[src/hdl/bpa_pkg.sv]
// Shared types, codes and defaults for the bitmap page allocator.
package bpa_pkg;

  localparam int PAGE_COUNT_DEF = 512;
  localparam int FRAME_BITS_DEF = 40;

  // Widest map row read per cycle, as a bit-index width (32 pages a row).
  localparam int COL_W_MAX = 5;

  localparam int STATUS_W = 2;
  localparam int PAGES_W  = 10;

  localparam logic REQ_ALLOC = 1'b0;
  localparam logic REQ_FREE  = 1'b1;

  typedef enum logic [STATUS_W-1:0] {
    STAT_OK        = 2'd0,
    STAT_FULL      = 2'd1,
    STAT_OUTSIDE   = 2'd2,
    STAT_NOT_ALLOC = 2'd3
  } status_e;

  typedef enum logic [3:0] {
    S_CLEAR,
    S_IDLE,
    S_START,
    S_ALLOC_RD,
    S_ALLOC_CHK,
    S_ALLOC_FIN,
    S_FREE_RD,
    S_FREE_CHK,
    S_RESULT
  } state_e;

  typedef struct packed {
    logic clr_wr;
    logic capture;
    logic row_clr;
    logic row_inc;
    logic rd_alloc;
    logic rd_free;
    logic set_full;
    logic free_range;
    logic alloc_chk;
    logic alloc_fin;
    logic free_chk;
    logic res_load;
  } cmd_t;

  typedef struct packed {
    logic row_last;
    logic is_free;
    logic full;
    logic hit;
    logic outside;
    logic slot_free;
  } sts_t;

endpackage

[src/hdl/bitmap_page_allocator.sv]
// Bitmap first-fit page allocator: one request in flight, map held in a row-wide RAM.
// Allocate reads then checks one map row (32 pages a row) at a time from row 0 until the
// first free page, and reports full after a scan of every row; a free reads and checks the
// row holding the page; full by count or outside goes straight to the result step.
// A stalled result register holds the result step until the register is free. After
// reset the map is cleared one row a cycle with input stalled.
module bitmap_page_allocator #(
  parameter int PAGE_COUNT = bpa_pkg::PAGE_COUNT_DEF,
  parameter int FRAME_BITS = bpa_pkg::FRAME_BITS_DEF
) (
  input  logic                          clk_i,
  input  logic                          rst_ni,
  input  logic                          cfg_we_i,
  input  logic [FRAME_BITS-1:0]         cfg_wdata_i,
  input  logic                          in_valid_i,
  output logic                          in_stall_o,
  input  logic                          req_type_i,
  input  logic [FRAME_BITS-1:0]         frame_in_i,
  output logic                          out_valid_o,
  input  logic                          out_stall_i,
  output logic [bpa_pkg::STATUS_W-1:0]  status_o,
  output logic [FRAME_BITS-1:0]         frame_out_o,
  output logic [bpa_pkg::PAGES_W-1:0]   pages_in_use_o
);
  import bpa_pkg::*;

  cmd_t cmd;
  sts_t sts;
  logic in_acc;

  assign in_acc = in_valid_i & ~in_stall_o;

  bpa_ctrl u_ctrl (
    .clk_i      (clk_i),
    .rst_ni     (rst_ni),
    .in_valid_i (in_valid_i),
    .in_stall_o (in_stall_o),
    .sts_i      (sts),
    .cmd_o      (cmd)
  );

  bpa_datapath #(
    .PAGE_COUNT (PAGE_COUNT),
    .FRAME_BITS (FRAME_BITS)
  ) u_datapath (
    .clk_i          (clk_i),
    .rst_ni         (rst_ni),
    .cfg_we_i       (cfg_we_i),
    .cfg_wdata_i    (cfg_wdata_i),
    .req_type_i     (req_type_i),
    .frame_in_i     (frame_in_i),
    .out_valid_o    (out_valid_o),
    .out_stall_i    (out_stall_i),
    .status_o       (status_o),
    .frame_out_o    (frame_out_o),
    .pages_in_use_o (pages_in_use_o),
    .cmd_i          (cmd),
    .sts_o          (sts)
  );

  // Only one request is ever in flight.
  a_one_in_flight: assert property (@(posedge clk_i) disable iff (!rst_ni)
    in_acc |=> in_stall_o)
    else $error("second beat accepted while a request is in flight");

  // A single map RAM port: never two reads or two writes in one cycle.
  a_one_port: assert property (@(posedge clk_i) disable iff (!rst_ni)
    $onehot0({cmd.rd_alloc, cmd.rd_free}) &&
    $onehot0({cmd.clr_wr, cmd.alloc_chk, cmd.free_chk}))
    else $error("map RAM port driven twice");

  // A result only ever overwrites an empty or departing output register.
  a_no_overwrite: assert property (@(posedge clk_i) disable iff (!rst_ni)
    cmd.res_load |-> (!out_valid_o || !out_stall_i))
    else $error("pending result overwritten");

  // Only a successful allocate carries a frame.
  a_frame_zero: assert property (@(posedge clk_i) disable iff (!rst_ni)
    (out_valid_o && (status_o != STAT_OK)) |-> (frame_out_o == '0))
    else $error("frame returned with an error status");

endmodule

[src/hdl/bpa_ctrl.sv]
// Controller state machine for the bitmap page allocator.
module bpa_ctrl (
  input  logic          clk_i,
  input  logic          rst_ni,
  input  logic          in_valid_i,
  output logic          in_stall_o,
  input  bpa_pkg::sts_t sts_i,
  output bpa_pkg::cmd_t cmd_o
);
  import bpa_pkg::*;

  state_e state_q, state_d;

  always_ff @(posedge clk_i or negedge rst_ni) begin
    if (!rst_ni) begin
      state_q <= S_CLEAR;
    end else begin
      state_q <= state_d;
    end
  end

  always_comb begin
    state_d = state_q;
    unique case (state_q)
      S_CLEAR: begin
        if (sts_i.row_last) state_d = S_IDLE;
      end
      S_IDLE: begin
        if (in_valid_i) state_d = S_START;
      end
      S_START: begin
        if (sts_i.is_free) begin
          state_d = sts_i.outside ? S_RESULT : S_FREE_RD;
        end else begin
          state_d = sts_i.full ? S_RESULT : S_ALLOC_CHK;
        end
      end
      S_ALLOC_RD: state_d = S_ALLOC_CHK;
      S_ALLOC_CHK: begin
        if (sts_i.hit) begin
          state_d = S_ALLOC_FIN;
        end else if (sts_i.row_last) begin
          state_d = S_RESULT;
        end else begin
          state_d = S_ALLOC_RD;
        end
      end
      S_ALLOC_FIN: state_d = S_RESULT;
      S_FREE_RD:   state_d = S_FREE_CHK;
      S_FREE_CHK:  state_d = S_RESULT;
      S_RESULT: begin
        if (sts_i.slot_free) state_d = S_IDLE;
      end
      default: state_d = S_CLEAR;
    endcase
  end

  always_comb begin
    cmd_o      = '0;
    in_stall_o = 1'b1;
    unique case (state_q)
      S_CLEAR: begin
        cmd_o.clr_wr  = 1'b1;
        cmd_o.row_inc = ~sts_i.row_last;
        cmd_o.row_clr = sts_i.row_last;
      end
      S_IDLE: begin
        in_stall_o    = 1'b0;
        cmd_o.capture = in_valid_i;
        cmd_o.row_clr = 1'b1;
      end
      S_START: begin
        if (sts_i.is_free) begin
          cmd_o.free_range = 1'b1;
        end else if (sts_i.full) begin
          cmd_o.set_full = 1'b1;
        end else begin
          cmd_o.rd_alloc = 1'b1;
        end
      end
      S_ALLOC_RD: cmd_o.rd_alloc = 1'b1;
      S_ALLOC_CHK: begin
        cmd_o.alloc_chk = 1'b1;
        if (!sts_i.hit) begin
          // no free page in this row: move on, or give up at the last row
          cmd_o.set_full = sts_i.row_last;
          cmd_o.row_inc  = ~sts_i.row_last;
        end
      end
      S_ALLOC_FIN: cmd_o.alloc_fin = 1'b1;
      S_FREE_RD:   cmd_o.rd_free   = 1'b1;
      S_FREE_CHK:  cmd_o.free_chk  = 1'b1;
      S_RESULT:    cmd_o.res_load  = sts_i.slot_free;
      default: begin
        cmd_o      = '0;
        in_stall_o = 1'b1;
      end
    endcase
  end

endmodule

[src/hdl/bpa_datapath.sv]
// Datapath: allocation map memory, page counter, region checks and result register.
module bpa_datapath #(
  parameter int PAGE_COUNT = bpa_pkg::PAGE_COUNT_DEF,
  parameter int FRAME_BITS = bpa_pkg::FRAME_BITS_DEF
) (
  input  logic                          clk_i,
  input  logic                          rst_ni,
  input  logic                          cfg_we_i,
  input  logic [FRAME_BITS-1:0]         cfg_wdata_i,
  input  logic                          req_type_i,
  input  logic [FRAME_BITS-1:0]         frame_in_i,
  output logic                          out_valid_o,
  input  logic                          out_stall_i,
  output logic [bpa_pkg::STATUS_W-1:0]  status_o,
  output logic [FRAME_BITS-1:0]         frame_out_o,
  output logic [bpa_pkg::PAGES_W-1:0]   pages_in_use_o,
  input  bpa_pkg::cmd_t                 cmd_i,
  output bpa_pkg::sts_t                 sts_o
);
  import bpa_pkg::*;

  localparam int IDX_W   = $clog2(PAGE_COUNT);
  localparam int CNT_W   = $clog2(PAGE_COUNT + 1);
  localparam int COL_W   = (IDX_W < COL_W_MAX) ? IDX_W : COL_W_MAX;
  localparam int ROW_W   = 1 << COL_W;
  localparam int ROW_CNT = (PAGE_COUNT + ROW_W - 1) / ROW_W;
  localparam int ADDR_W  = (ROW_CNT > 1) ? $clog2(ROW_CNT) : 1;

  logic [FRAME_BITS-1:0] base_q;
  logic [CNT_W-1:0]      usable_q, usable_d;
  logic                  type_q;
  logic [FRAME_BITS-1:0] frame_q;
  logic [ADDR_W-1:0]     row_q;
  logic [IDX_W-1:0]      idx_q;
  logic [ROW_W-1:0]      rd_data_q;
  logic [CNT_W-1:0]      count_q;
  status_e               res_status_q;
  logic [FRAME_BITS-1:0] res_frame_q;
  logic                  out_valid_q;
  status_e               out_status_q;
  logic [FRAME_BITS-1:0] out_frame_q;
  logic [PAGES_W-1:0]    out_pages_q;

  logic [ROW_W-1:0]      mem_q [ROW_CNT];

  logic [FRAME_BITS:0]   room;
  logic [FRAME_BITS:0]   diff;
  logic                  outside;
  logic [ADDR_W-1:0]     idx_row;
  logic [COL_W-1:0]      idx_col;
  logic [CNT_W-1:0]      urow;
  logic [COL_W-1:0]      uoff;
  logic [CNT_W-1:0]      row_ext;
  logic [ROW_W-1:0]      avail_mask;
  logic [ROW_W-1:0]      free_vec;
  logic [ROW_W-1:0]      lowest;
  logic [COL_W-1:0]      hit_col;
  logic                  hit;
  logic                  bit_set;
  logic                  slot_free;
  logic                  row_last;
  logic                  full;
  logic                  wr_en;
  logic [ADDR_W-1:0]     wr_addr;
  logic [ROW_W-1:0]      wr_data;
  logic                  rd_en;
  logic [ADDR_W-1:0]     rd_addr;

  // Pages whose frame still fits in FRAME_BITS bits above the new base.
  assign room     = {1'b1, {FRAME_BITS{1'b0}}} - {1'b0, cfg_wdata_i};
  assign usable_d = (room < (FRAME_BITS + 1)'(PAGE_COUNT)) ? CNT_W'(room)
                                                           : CNT_W'(PAGE_COUNT);

  always_ff @(posedge clk_i or negedge rst_ni) begin
    if (!rst_ni) begin
      base_q   <= '0;
      usable_q <= CNT_W'(PAGE_COUNT);
    end else if (cfg_we_i) begin
      base_q   <= cfg_wdata_i;
      usable_q <= usable_d;
    end
  end

  assign diff    = {1'b0, frame_q} - {1'b0, base_q};
  assign outside = diff[FRAME_BITS] || (diff[FRAME_BITS-1:0] >= FRAME_BITS'(PAGE_COUNT));
  assign idx_row = ADDR_W'(idx_q >> COL_W);
  assign idx_col = idx_q[COL_W-1:0];

  // Mask off pages at or past the usable limit in the row being scanned.
  assign urow    = usable_q >> COL_W;
  assign uoff    = usable_q[COL_W-1:0];
  assign row_ext = CNT_W'(row_q);

  always_comb begin
    if (row_ext < urow) begin
      avail_mask = '1;
    end else if (row_ext == urow) begin
      avail_mask = ~({ROW_W{1'b1}} << uoff);
    end else begin
      avail_mask = '0;
    end
  end

  assign free_vec = ~rd_data_q & avail_mask;
  assign hit      = |free_vec;
  assign lowest   = free_vec & (~free_vec + ROW_W'(1));

  always_comb begin
    hit_col = '0;
    for (int b = 0; b < ROW_W; b++) begin
      if (lowest[b]) hit_col = hit_col | COL_W'(b);
    end
  end

  assign bit_set   = rd_data_q[idx_col];
  assign row_last  = (row_q == ADDR_W'(ROW_CNT - 1));
  assign full      = (count_q == CNT_W'(PAGE_COUNT));
  assign slot_free = ~out_valid_q | ~out_stall_i;

  always_comb begin
    wr_en   = 1'b0;
    wr_addr = row_q;
    wr_data = '0;
    if (cmd_i.clr_wr) begin
      wr_en = 1'b1;
    end else if (cmd_i.alloc_chk && hit) begin
      wr_en   = 1'b1;
      wr_data = rd_data_q | lowest;
    end else if (cmd_i.free_chk && bit_set) begin
      wr_en   = 1'b1;
      wr_addr = idx_row;
      wr_data = rd_data_q & ~(ROW_W'(1) << idx_col);
    end
  end

  assign rd_en   = cmd_i.rd_alloc | cmd_i.rd_free;
  assign rd_addr = cmd_i.rd_free ? idx_row : row_q;

  always_ff @(posedge clk_i) begin
    if (wr_en) mem_q[wr_addr] <= wr_data;
    if (rd_en) rd_data_q <= mem_q[rd_addr];
  end

  always_ff @(posedge clk_i or negedge rst_ni) begin
    if (!rst_ni) begin
      row_q   <= '0;
      count_q <= '0;
    end else begin
      if (cmd_i.row_clr) begin
        row_q <= '0;
      end else if (cmd_i.row_inc) begin
        row_q <= row_q + ADDR_W'(1);
      end
      if (cmd_i.alloc_fin) begin
        count_q <= count_q + CNT_W'(1);
      end else if (cmd_i.free_chk && bit_set && (count_q != '0)) begin
        count_q <= count_q - CNT_W'(1);
      end
    end
  end

  // Request capture, working index and pending result.
  always_ff @(posedge clk_i) begin
    if (cmd_i.capture) begin
      type_q  <= req_type_i;
      frame_q <= frame_in_i;
    end
    if (cmd_i.free_range) begin
      idx_q <= diff[IDX_W-1:0];
      if (outside) begin
        res_status_q <= STAT_OUTSIDE;
        res_frame_q  <= '0;
      end
    end else if (cmd_i.alloc_chk && hit) begin
      idx_q <= IDX_W'({row_q, hit_col});
    end
    if (cmd_i.set_full) begin
      res_status_q <= STAT_FULL;
      res_frame_q  <= '0;
    end
    if (cmd_i.alloc_fin) begin
      res_status_q <= STAT_OK;
      res_frame_q  <= base_q + FRAME_BITS'(idx_q);
    end
    if (cmd_i.free_chk) begin
      res_status_q <= bit_set ? STAT_OK : STAT_NOT_ALLOC;
      res_frame_q  <= '0;
    end
    if (cmd_i.res_load) begin
      out_status_q <= res_status_q;
      out_frame_q  <= res_frame_q;
      out_pages_q  <= PAGES_W'(count_q);
    end
  end

  always_ff @(posedge clk_i or negedge rst_ni) begin
    if (!rst_ni) begin
      out_valid_q <= 1'b0;
    end else if (cmd_i.res_load) begin
      out_valid_q <= 1'b1;
    end else if (!out_stall_i) begin
      out_valid_q <= 1'b0;
    end
  end

  assign out_valid_o    = out_valid_q;
  assign status_o       = out_status_q;
  assign frame_out_o    = out_frame_q;
  assign pages_in_use_o = out_pages_q;

  assign sts_o.row_last  = row_last;
  assign sts_o.is_free   = (type_q == REQ_FREE);
  assign sts_o.full      = full;
  assign sts_o.hit       = hit;
  assign sts_o.outside   = outside;
  assign sts_o.slot_free = slot_free;

endmodule
[config.mk]
export PLATFORM = sky130hd
export DESIGN_NAME = bitmap_page_allocator
export DESIGN_NICKNAME = d
export VERILOG_FILES = /design/src/hdl/bpa_pkg.sv /design/src/hdl/bitmap_page_allocator.sv /design/src/hdl/bpa_ctrl.sv /design/src/hdl/bpa_datapath.sv
export SDC_FILE = /design/constraint.sdc
export NUM_CORES = 1
export LEC_CHECK = 0
export ABC_AREA = 1
export BUFFER_PORTS_ARGS = -buffer_cell sky130_fd_sc_hd__buf_2
export CORE_UTILIZATION = 52
export CTS_CLUSTER_DIAMETER = 150
export DETAILED_ROUTE_END_ITERATION = 7
export PLACE_DENSITY_LB_ADDON = 0.3
export SLEW_MARGIN = 10
export SYNTH_ARGS = -nofsm -noshare
export SYNTH_HDL_FRONTEND = slang
export SYNTH_SLANG_ARGS = --single-unit
[constraint.sdc]
create_clock -name clk_i -period 8.37 [get_ports clk_i]
set_input_delay 1.2555 -clock clk_i [delete_from_list [all_inputs] [get_ports clk_i]]
set_output_delay 1.2555 -clock clk_i [all_outputs]
set_load 0.01 [all_outputs]
; ---- Yosys cells after proc, flatten, opt, wreduce, memory -nomap -nowiden
; Memory sizes are Yosys's and may differ from the RTL's. A register that Yosys moved wholly into a read port is not among the register bits.
; Cells that the tools add are included.
; W data, S select, Z words.
[op_classes]
bitwise = 13
n_lt_le_gt_ge = 4
n_eq_ne = 15
n_mux = 127
add_sub_neg = 7
n_mul = 0
reduce_logical = 18
shifts = 2
n_div = 0
[op_table]
columns = operator, n
row1 = $mux W32, 9
row2 = $mux W40, 5
row3 = $mux W4, 33
row4 = $not A32 Y32, 4
row5 = $and A32 B32 Y32, 3
row6 = $mux W5, 16
row7 = $lt A41 B10 Y1 const B, 1
row8 = $sub A40 B40 Y41, 1
row9 = $sub A41 B40 Y41 const A, 1
row10 = $add A40 B9 Y40, 1
row11 = $ge A40 B10 Y1 const B, 1
row12 = $mux W10, 4
row13 = $mux W1, 38
row14 = $add A32 B1 Y32 const B, 1
row15 = $or A32 B32 Y32, 1
row16 = $pmux W4 S8, 1
row17 = $reduce_or A32 Y1, 1
row18 = $shl A1 B5 Y32 const A, 1
row19 = $shl A32 B5 Y32 const A, 1
row20 = $mux W9, 3
row21 = $mux W2, 9
row22 = $eq A4 B3 Y1 const B, 4
row23 = $mux W3, 4
row24 = $add A10 B1 Y10 const B, 1
row25 = 25 further kinds, 42
[word_totals]
mem_bits_rw = 512
latchBits = 0
rom_bits = 0
output_inout_bits = 54
reg_bits = 213
memories = 1
word_cells = 201
[memory_table]
columns = name, words, width, rd, rd_clocked_by_memory_dff, write_ports, line
row1 = u_datapath.mem_q, 16, 32, 1, 1, 1, bpa_datapath.sv:44  ; logic [ROW_W-1:0] mem_q [ROW_CNT];

; ---- Logic depth before layout (Yosys ltp)
[depth]
word_depth = 43
ltp_mapped = 24
depth_no_buf = 23

; ---- Hierarchy
; A second synthesis with hierarchy kept.
[unflattened]
cells_unflattened = 4069
hier_area_um2 = 37738.7
[by_module_without_submodules]
columns = mod, cells_per_inst, n_inst, area_each_um2, seq_area_each_um2
row1 = bpa_datapath, 3998, 1, 37354.6, 21887.2
row2 = bpa_ctrl, 71, 1, 384.1, 100.1

; ---- Worst setup path before layout
; No wires, ideal clock.
[synth_timing]
path_kind = flip-flop to flip-flop
from = register u_ctrl.state_q[3]
to = register u_datapath.rd_data_q[0], read port of u_datapath.mem_q (enable)
path_stages_with_launch = 4
slack_ps = 3398
t_arrival_ps = 4435
required_time_ps = 7833
path_cell_list = dfrtp_1 -> nor2_1 -> inv_1 -> o311ai_0
[synth_via]
elab_chain_cells = 3
[synth_rtl]
columns = element, line
row1 = start: declaration, bpa_ctrl.sv:12  ; state_e state_q, state_d;
row2 = start signal: assignment, bpa_ctrl.sv:18  ; state_q <= state_d;
row3 = $eq A4 B2 Y1 / $eq A4 B3 Y1 (equally long branches), bpa_ctrl.sv:61  ; unique case (state_q)
row4 = $pmux W1 S2 / $mux W1 (equally long branches), bpa_ctrl.sv:61
row5 = $or A1 B1 Y1 *, bpa_datapath.sv:136  ; assign rd_en = cmd_i.rd_alloc | cmd_i.rd_free;
row6 = via u_datapath.rd_en, bpa_datapath.sv:66  ; logic rd_en;
row7 = end: declaration, bpa_datapath.sv:35  ; logic [ROW_W-1:0] rd_data_q;
; The timed path passes the listed nets; every way through them passes the cells marked *.
; A chain may end at the register's enable or synchronous reset.

; ---- Worst setup path after layout
[layout_timing]
from = register u_datapath.row_q[2]
to = memory u_datapath.mem_q[8][9] in the netlist's numbering (enable)
[layout_via]
elab_chain_cells = 12
[layout_rtl]
columns = element, line
row1 = start: declaration, bpa_datapath.sv:33  ; logic [ADDR_W-1:0] row_q;
row2 = start signal: assignment, bpa_datapath.sv:152  ; row_q <= row_q + ADDR_W'(1);
row3 = $eq A4 B5 Y1, bpa_datapath.sv:97  ; end else if (row_ext == urow) begin
row4 = $mux W32, bpa_datapath.sv:97
row5 = $mux W32 (2 in series), bpa_datapath.sv:95  ; if (row_ext < urow) begin
row6 = $and A32 B32 Y32, bpa_datapath.sv:104  ; assign free_vec = ~rd_data_q & avail_mask;
row7 = $reduce_or A32 Y1, bpa_datapath.sv:105  ; assign hit = |free_vec;
row8 = $logic_and A1 B1 Y1, bpa_datapath.sv:126  ; end else if (cmd_i.alloc_chk && hit) begin
row9 = $mux W1, bpa_datapath.sv:126
row10 = $mux W1 (2 in series), bpa_datapath.sv:124  ; if (cmd_i.clr_wr) begin
row11 = $mux W1, bpa_datapath.sv:140  ; if (wr_en) mem_q[wr_addr] <= wr_data;
row12 = $mux W1 (implied by the code), bpa_datapath.sv:140
row13 = end: declaration, bpa_datapath.sv:44
; Several ways; a longest one is shown, not always the timed one. The select of a mux whose other input is x is not followed.

==> summary.txt <==
STATUS
------------------------------------------------------------------------------------------------------
Run status                                                                                finished, final reports clean

FLOORPLANNING
------------------------------------------------------------------------------------------------------
Full die area                                                                             72,100 sq um
Ports placed on the boundary                                                                       140
Placeable Area                                                                            70,100 sq um
Die span in y                                                                                   269 um
Width of the die                                                                                269 um
Std cell rows                                                                                       97
Initial core utilization                                                                         52.7%

CRITICAL PATH
------------------------------------------------------------------------------------------------------
Largest fanout of any net on the critical path                                                      43
Beginning of the critical path                                                            u_datapath.row_q[2]$_DFFE_PN0P_
Terminus of the critical flop-to-flop path                                                u_datapath.mem_q[8][9]$_DFFE_PP_
Reg2reg start                                                                             u_datapath.row_q[2]$_DFFE_PN0P_
Arrival time worst endpoint                                                                    5.93 ns
Slack of the worst reg-to-reg path                                                             2.66 ns
Class of the most critical setup path                                                          reg2reg
Reg2reg path depth                                                                                  17
Worst setup path endpoint                                                                 u_datapath.mem_q[8][9]$_DFFE_PP_
Element type at the critical path start                                                       register
Data required time of the critical path                                                        8.59 ns
Endpoint class of the critical path                                                           register

YOSYS
------------------------------------------------------------------------------------------------------
Post-synth EDFFs                                                                                   648
Synth area leader                                                                         sky130_fd_sc_hd__edfxtp_1
Share of flip-flops with an asynchronous set or reset                                            9.11%
Count of mapped cells out of synthesis                                                           3,790
Syn. warnings                                                                                        0
Proportion of netlist area held by the largest area contributor                                  52.7%
Sequential fraction of the synthesis area                                                        59.5%
Average cell area after synthesis                                                           9.75 sq um
FF+latch count, synth                                                                              757
Flip-flop cell with the highest count after synthesis                                     sky130_fd_sc_hd__edfxtp_1
Cells taking the most area after synthesis                                                sky130_fd_sc_hd__edfxtp_1 53%, sky130_fd_sc_hd__nand2_1 6.3%, sky130_fd_sc_hd__o21ai_0 5.3%
Mapped Area                                                                               36,900 sq um
Number of library cell types mapped by synthesis                                                    59
Net count after synthesis                                                                        3,942

POWER AND IR DROP
------------------------------------------------------------------------------------------------------
Pwr Density                                                                                327 nW/um^2
Cell-internal power                                                                            8.17 mW
Part of the total power dissipated in sequential elements                                        39.6%
Total Power                                                                                    13.4 mW
Leakage power summed over all cells                                                            15.7 nW
Logic gate share of total power                                                                  35.5%
Switching share of power                                                                         39.0%
Part of the total power dissipated in the clock network                                          24.9%
Sw power                                                                                       5.22 mW
Peak supply drop                                                                              0.268 mV

PLACED DESIGN
------------------------------------------------------------------------------------------------------
RePlAce Congestion                                                                                1.00
Worst slack at placement                                                                       2.80 ns
DP Wirelength                                                                                70,900 um
Placed insts                                                                                     4,741
Number of port buffers                                                                             139

DETAILED ROUTING
------------------------------------------------------------------------------------------------------
Average wire length per cell after detail routing                                              22.1 um
Via density per instance                                                                          5.94
Count of vias placed by the detailed router                                                     29,000
Detailed Route Iter0 Violations                                                                  3,448
First-pass DRT Iterations                                                                            6
Residual antenna-violating net count after detailed routing                                          0
Total DRC errors in the routed layout                                                                0
Wire length after detailed routing                                                          108,000 um

CLOCKING
------------------------------------------------------------------------------------------------------
Clock net sink count                                                                               757
Clock tree root buffer cell                                                               sky130_fd_sc_hd__clkbuf_16
Num CTS Buffers                                                                                     78
Largest buffer count on any clock path                                                               3
Setup Fix Bufs, Post-CTS                                                                             0
Count of H-tree levels built during CTS                                                              3
Hold buffer count at cts                                                                             0
Clock latency on the worst-skew pair                                                           0.64 ns
TritonCTS clock tree                                                                               yes
Resize count post-CTS                                                                                0
Clock transition at the register clock pins on the worst setup and hold paths after CTS        0.07 ns

GLOBAL ROUTING
------------------------------------------------------------------------------------------------------
Fraction of met3 tracks used by global routing                                                   4.96%
Global-route wire length before repair                                                      161,000 um
GR Util met2                                                                                     43.9%
Antenna violations before repair                                                                     4
Vias in the first global route                                                                  26,600
Met1 usage in global routing                                                                     44.9%
Global routing usage summed across all routing layers                                            29.7%
Pin count of the biggest net entering global routing                                               258
Most used routing layer                                                                           met1
Grt ovf                                                                                              0

TIMING
------------------------------------------------------------------------------------------------------
Final worst path period need                                                                   5.71 ns
Number of hold-slack violations in the final timing report                                           0
Share of the cycle needed by the critical path after routing                                     68.2%
Max-slew violation total from the final report                                                       0
Highest clock rate                                                                           0.175 GHz
Setup_tns                                                                                         0 ns
Final setup violation count                                                                          0
Relative slew slack                                                                              6.58%
Unrepaired setup endpoints after global routing                                                  false
Least-Margin Pin Slew                                                                          1.40 ns
Worst clock skew                                                                             0.0535 ns
Worst Setup Slack, final                                                                       2.66 ns

LAYOUT
------------------------------------------------------------------------------------------------------
Post-layout instance count excluding filler cells                                                4,888
Total number of nets in the final design                                                         4,033
Most common cell after layout, fill and taps aside                                        sky130_fd_sc_hd__edfxtp_1
Layout cell share with drive strength beyond 1                                                   9.89%
Area growth, synth to finish                                                                     10.9%
Commonest cells after routing, fill and taps aside                                        648 x sky130_fd_sc_hd__edfxtp_1, 618 x sky130_fd_sc_hd__nand2_1, 496 x sky130_fd_sc_hd__nor2_1, 390 x sky130_fd_sc_hd__o21ai_0, 363 x sky130_fd_sc_hd__inv_1

HOLD PATH
------------------------------------------------------------------------------------------------------
Hold crit path type                                                                            reg2reg

FLOW RUN
------------------------------------------------------------------------------------------------------
Max Cap Viol                                                                                         0

[layout make-up]
cell class | count | area [sq um]
clock inverter | 51 | 428
inverter | 392 | 1480
clock buffer | 93 | 2040
timing repair buffer | 168 | 926
fill | 6011 | 29200
antenna | 3 | 7.51
sequential | 757 | 22000
multi-input combinational | 2484 | 12900
tap | 940 | 1180
[Yosys cell counts (10+ instances only)]
master and count:
sky130_fd_sc_hd__xor2_1 31, sky130_fd_sc_hd__xnor2_1 14, sky130_fd_sc_hd__nor4_1 19, sky130_fd_sc_hd__o211ai_1 47, sky130_fd_sc_hd__nand2_1 618, sky130_fd_sc_hd__clkbuf_1 127, sky130_fd_sc_hd__nor2_1 500, sky130_fd_sc_hd__ha_1 63
sky130_fd_sc_hd__nand3_2 11, sky130_fd_sc_hd__o21ai_1 31, sky130_fd_sc_hd__nand2_2 14, sky130_fd_sc_hd__a21o_1 10, sky130_fd_sc_hd__o21ai_0 390, sky130_fd_sc_hd__a21oi_1 138, sky130_fd_sc_hd__buf_2 11, sky130_fd_sc_hd__o221ai_1 85
sky130_fd_sc_hd__a31oi_1 37, sky130_fd_sc_hd__inv_1 381, sky130_fd_sc_hd__dfrtp_1 68, sky130_fd_sc_hd__edfxtp_1 648, sky130_fd_sc_hd__nand3b_1 13, sky130_fd_sc_hd__o22ai_1 58, sky130_fd_sc_hd__nor3_1 46, sky130_fd_sc_hd__nand4_1 78
sky130_fd_sc_hd__nand3_1 202, sky130_fd_sc_hd__dfxtp_1 40
[power by group through the flow]
stage | registers (mW) | logic, mW | clock network [mW]
floorplan | 5.27 | 3.22 | 0
global placement | 5.35 | 4.59 | 0
detailed placement | 5.37 | 4.64 | 0
CTS | 5.29 | 4.65 | 3.37
global route | 5.35 | 5.22 | 3.51
finish | 5.30 | 4.75 | 3.34
[metrics by stage]
stage | hold WS, ns | util, % | cell area, sq um
finish | 0.397 | 58.4 | 41000
global route | 0.412 | 58.4 | 41000
floorplan | 0.400 | - | 36900
global placement | 0.407 | 54.8 | 38400
detailed placement | 0.418 | 54.8 | 38400
CTS | 0.397 | 58.3 | 40900
[flip-flops by register name, summed over array words and instances, names as in the netlist]
name,cells
u_datapath.row_q,4
u_datapath.res_frame_q,40
u_datapath.status_o,2
u_datapath.out_valid_o,1
u_datapath.base_q,40
u_datapath.usable_q,10
u_datapath.pages_in_use_o,10
u_datapath.frame_out_o,40
u_datapath.type_q,1
u_datapath.idx_q,9
u_datapath.res_status_q,2
u_datapath.frame_q,40
u_ctrl.state_q,4
u_datapath.mem_q,512
u_datapath.rd_data_q,32
u_datapath.count_q,10
[metal layers]
metal	routed length, um	vias to the layer above	share of wire [%]
met2	47000	1408	43
met4	3070	2	2.8
li1	-	13500	-
met5	13	-	0.012
met1	47200	13900	44
met3	11000	220	10
[critical path, cell delays in order, from the launching register on]
cell,delay [ns]
sky130_fd_sc_hd__dfrtp_1,0.46
sky130_fd_sc_hd__ha_1,0.37
sky130_fd_sc_hd__a21oi_1,0.13
sky130_fd_sc_hd__or2_1,0.12
sky130_fd_sc_hd__nand3_2,0.50
sky130_fd_sc_hd__o21ai_4,0.51
sky130_fd_sc_hd__nand3_1,0.29
sky130_fd_sc_hd__nand2_1,0.16
sky130_fd_sc_hd__nor2_1,0.08
sky130_fd_sc_hd__nand2_1,0.11
sky130_fd_sc_hd__nor2_4,0.05
sky130_fd_sc_hd__nand2_1,0.09
sky130_fd_sc_hd__nand2_2,0.30
sky130_fd_sc_hd__inv_2,0.80
sky130_fd_sc_hd__nor3_4,0.10
sky130_fd_sc_hd__nor3_2,0.25
sky130_fd_sc_hd__nand2_1,0.10
sky130_fd_sc_hd__inv_2,0.80
[cell families (layout without fill, tap and decap cells)]
family                   count (synthesis)  count (layout)  share of synthesized area (%)
AND/OR/NAND/NOR                       1546            1546                           18.2
AO/OA/AOI/OAI                          826             826                           13.1
flip-flops                             757             757                           59.5
buffers and inverters                  549             704                           5.86
adder cells (fa/ha/maj)                 66              66                           2.30
XOR/XNOR                                45              45                           1.07
multiplexers                             1               1                         0.0305
other                                    0               3                              0
[worst min path at each step]
stage / start / to / slack, ns / cells after the start
5_1_grt: u_datapath.res_status_q[1]$_DFFE_PP_ / u_datapath.status_o[1]$_DFFE_PP_ / 0.41 / 0
3_5_place_dp: u_datapath.res_frame_q[26]$_SDFFE_PP0P_ / u_datapath.frame_out_o[26]$_DFFE_PP_ / 0.42 / 0
4_1_cts: u_datapath.res_status_q[1]$_DFFE_PP_ / u_datapath.status_o[1]$_DFFE_PP_ / 0.40 / 0
6_report: u_datapath.res_status_q[0]$_DFFE_PP_ / u_datapath.status_o[0]$_DFFE_PP_ / 0.40 / 0
3_3_place_gp: u_datapath.res_status_q[0]$_DFFE_PP_ / u_datapath.status_o[0]$_DFFE_PP_ / 0.41 / 0
2_1_floorplan: u_datapath.res_status_q[0]$_DFFE_PP_ / u_datapath.status_o[0]$_DFFE_PP_ / 0.40 / 0
Note: power is estimated with default switching activity, not from simulation.
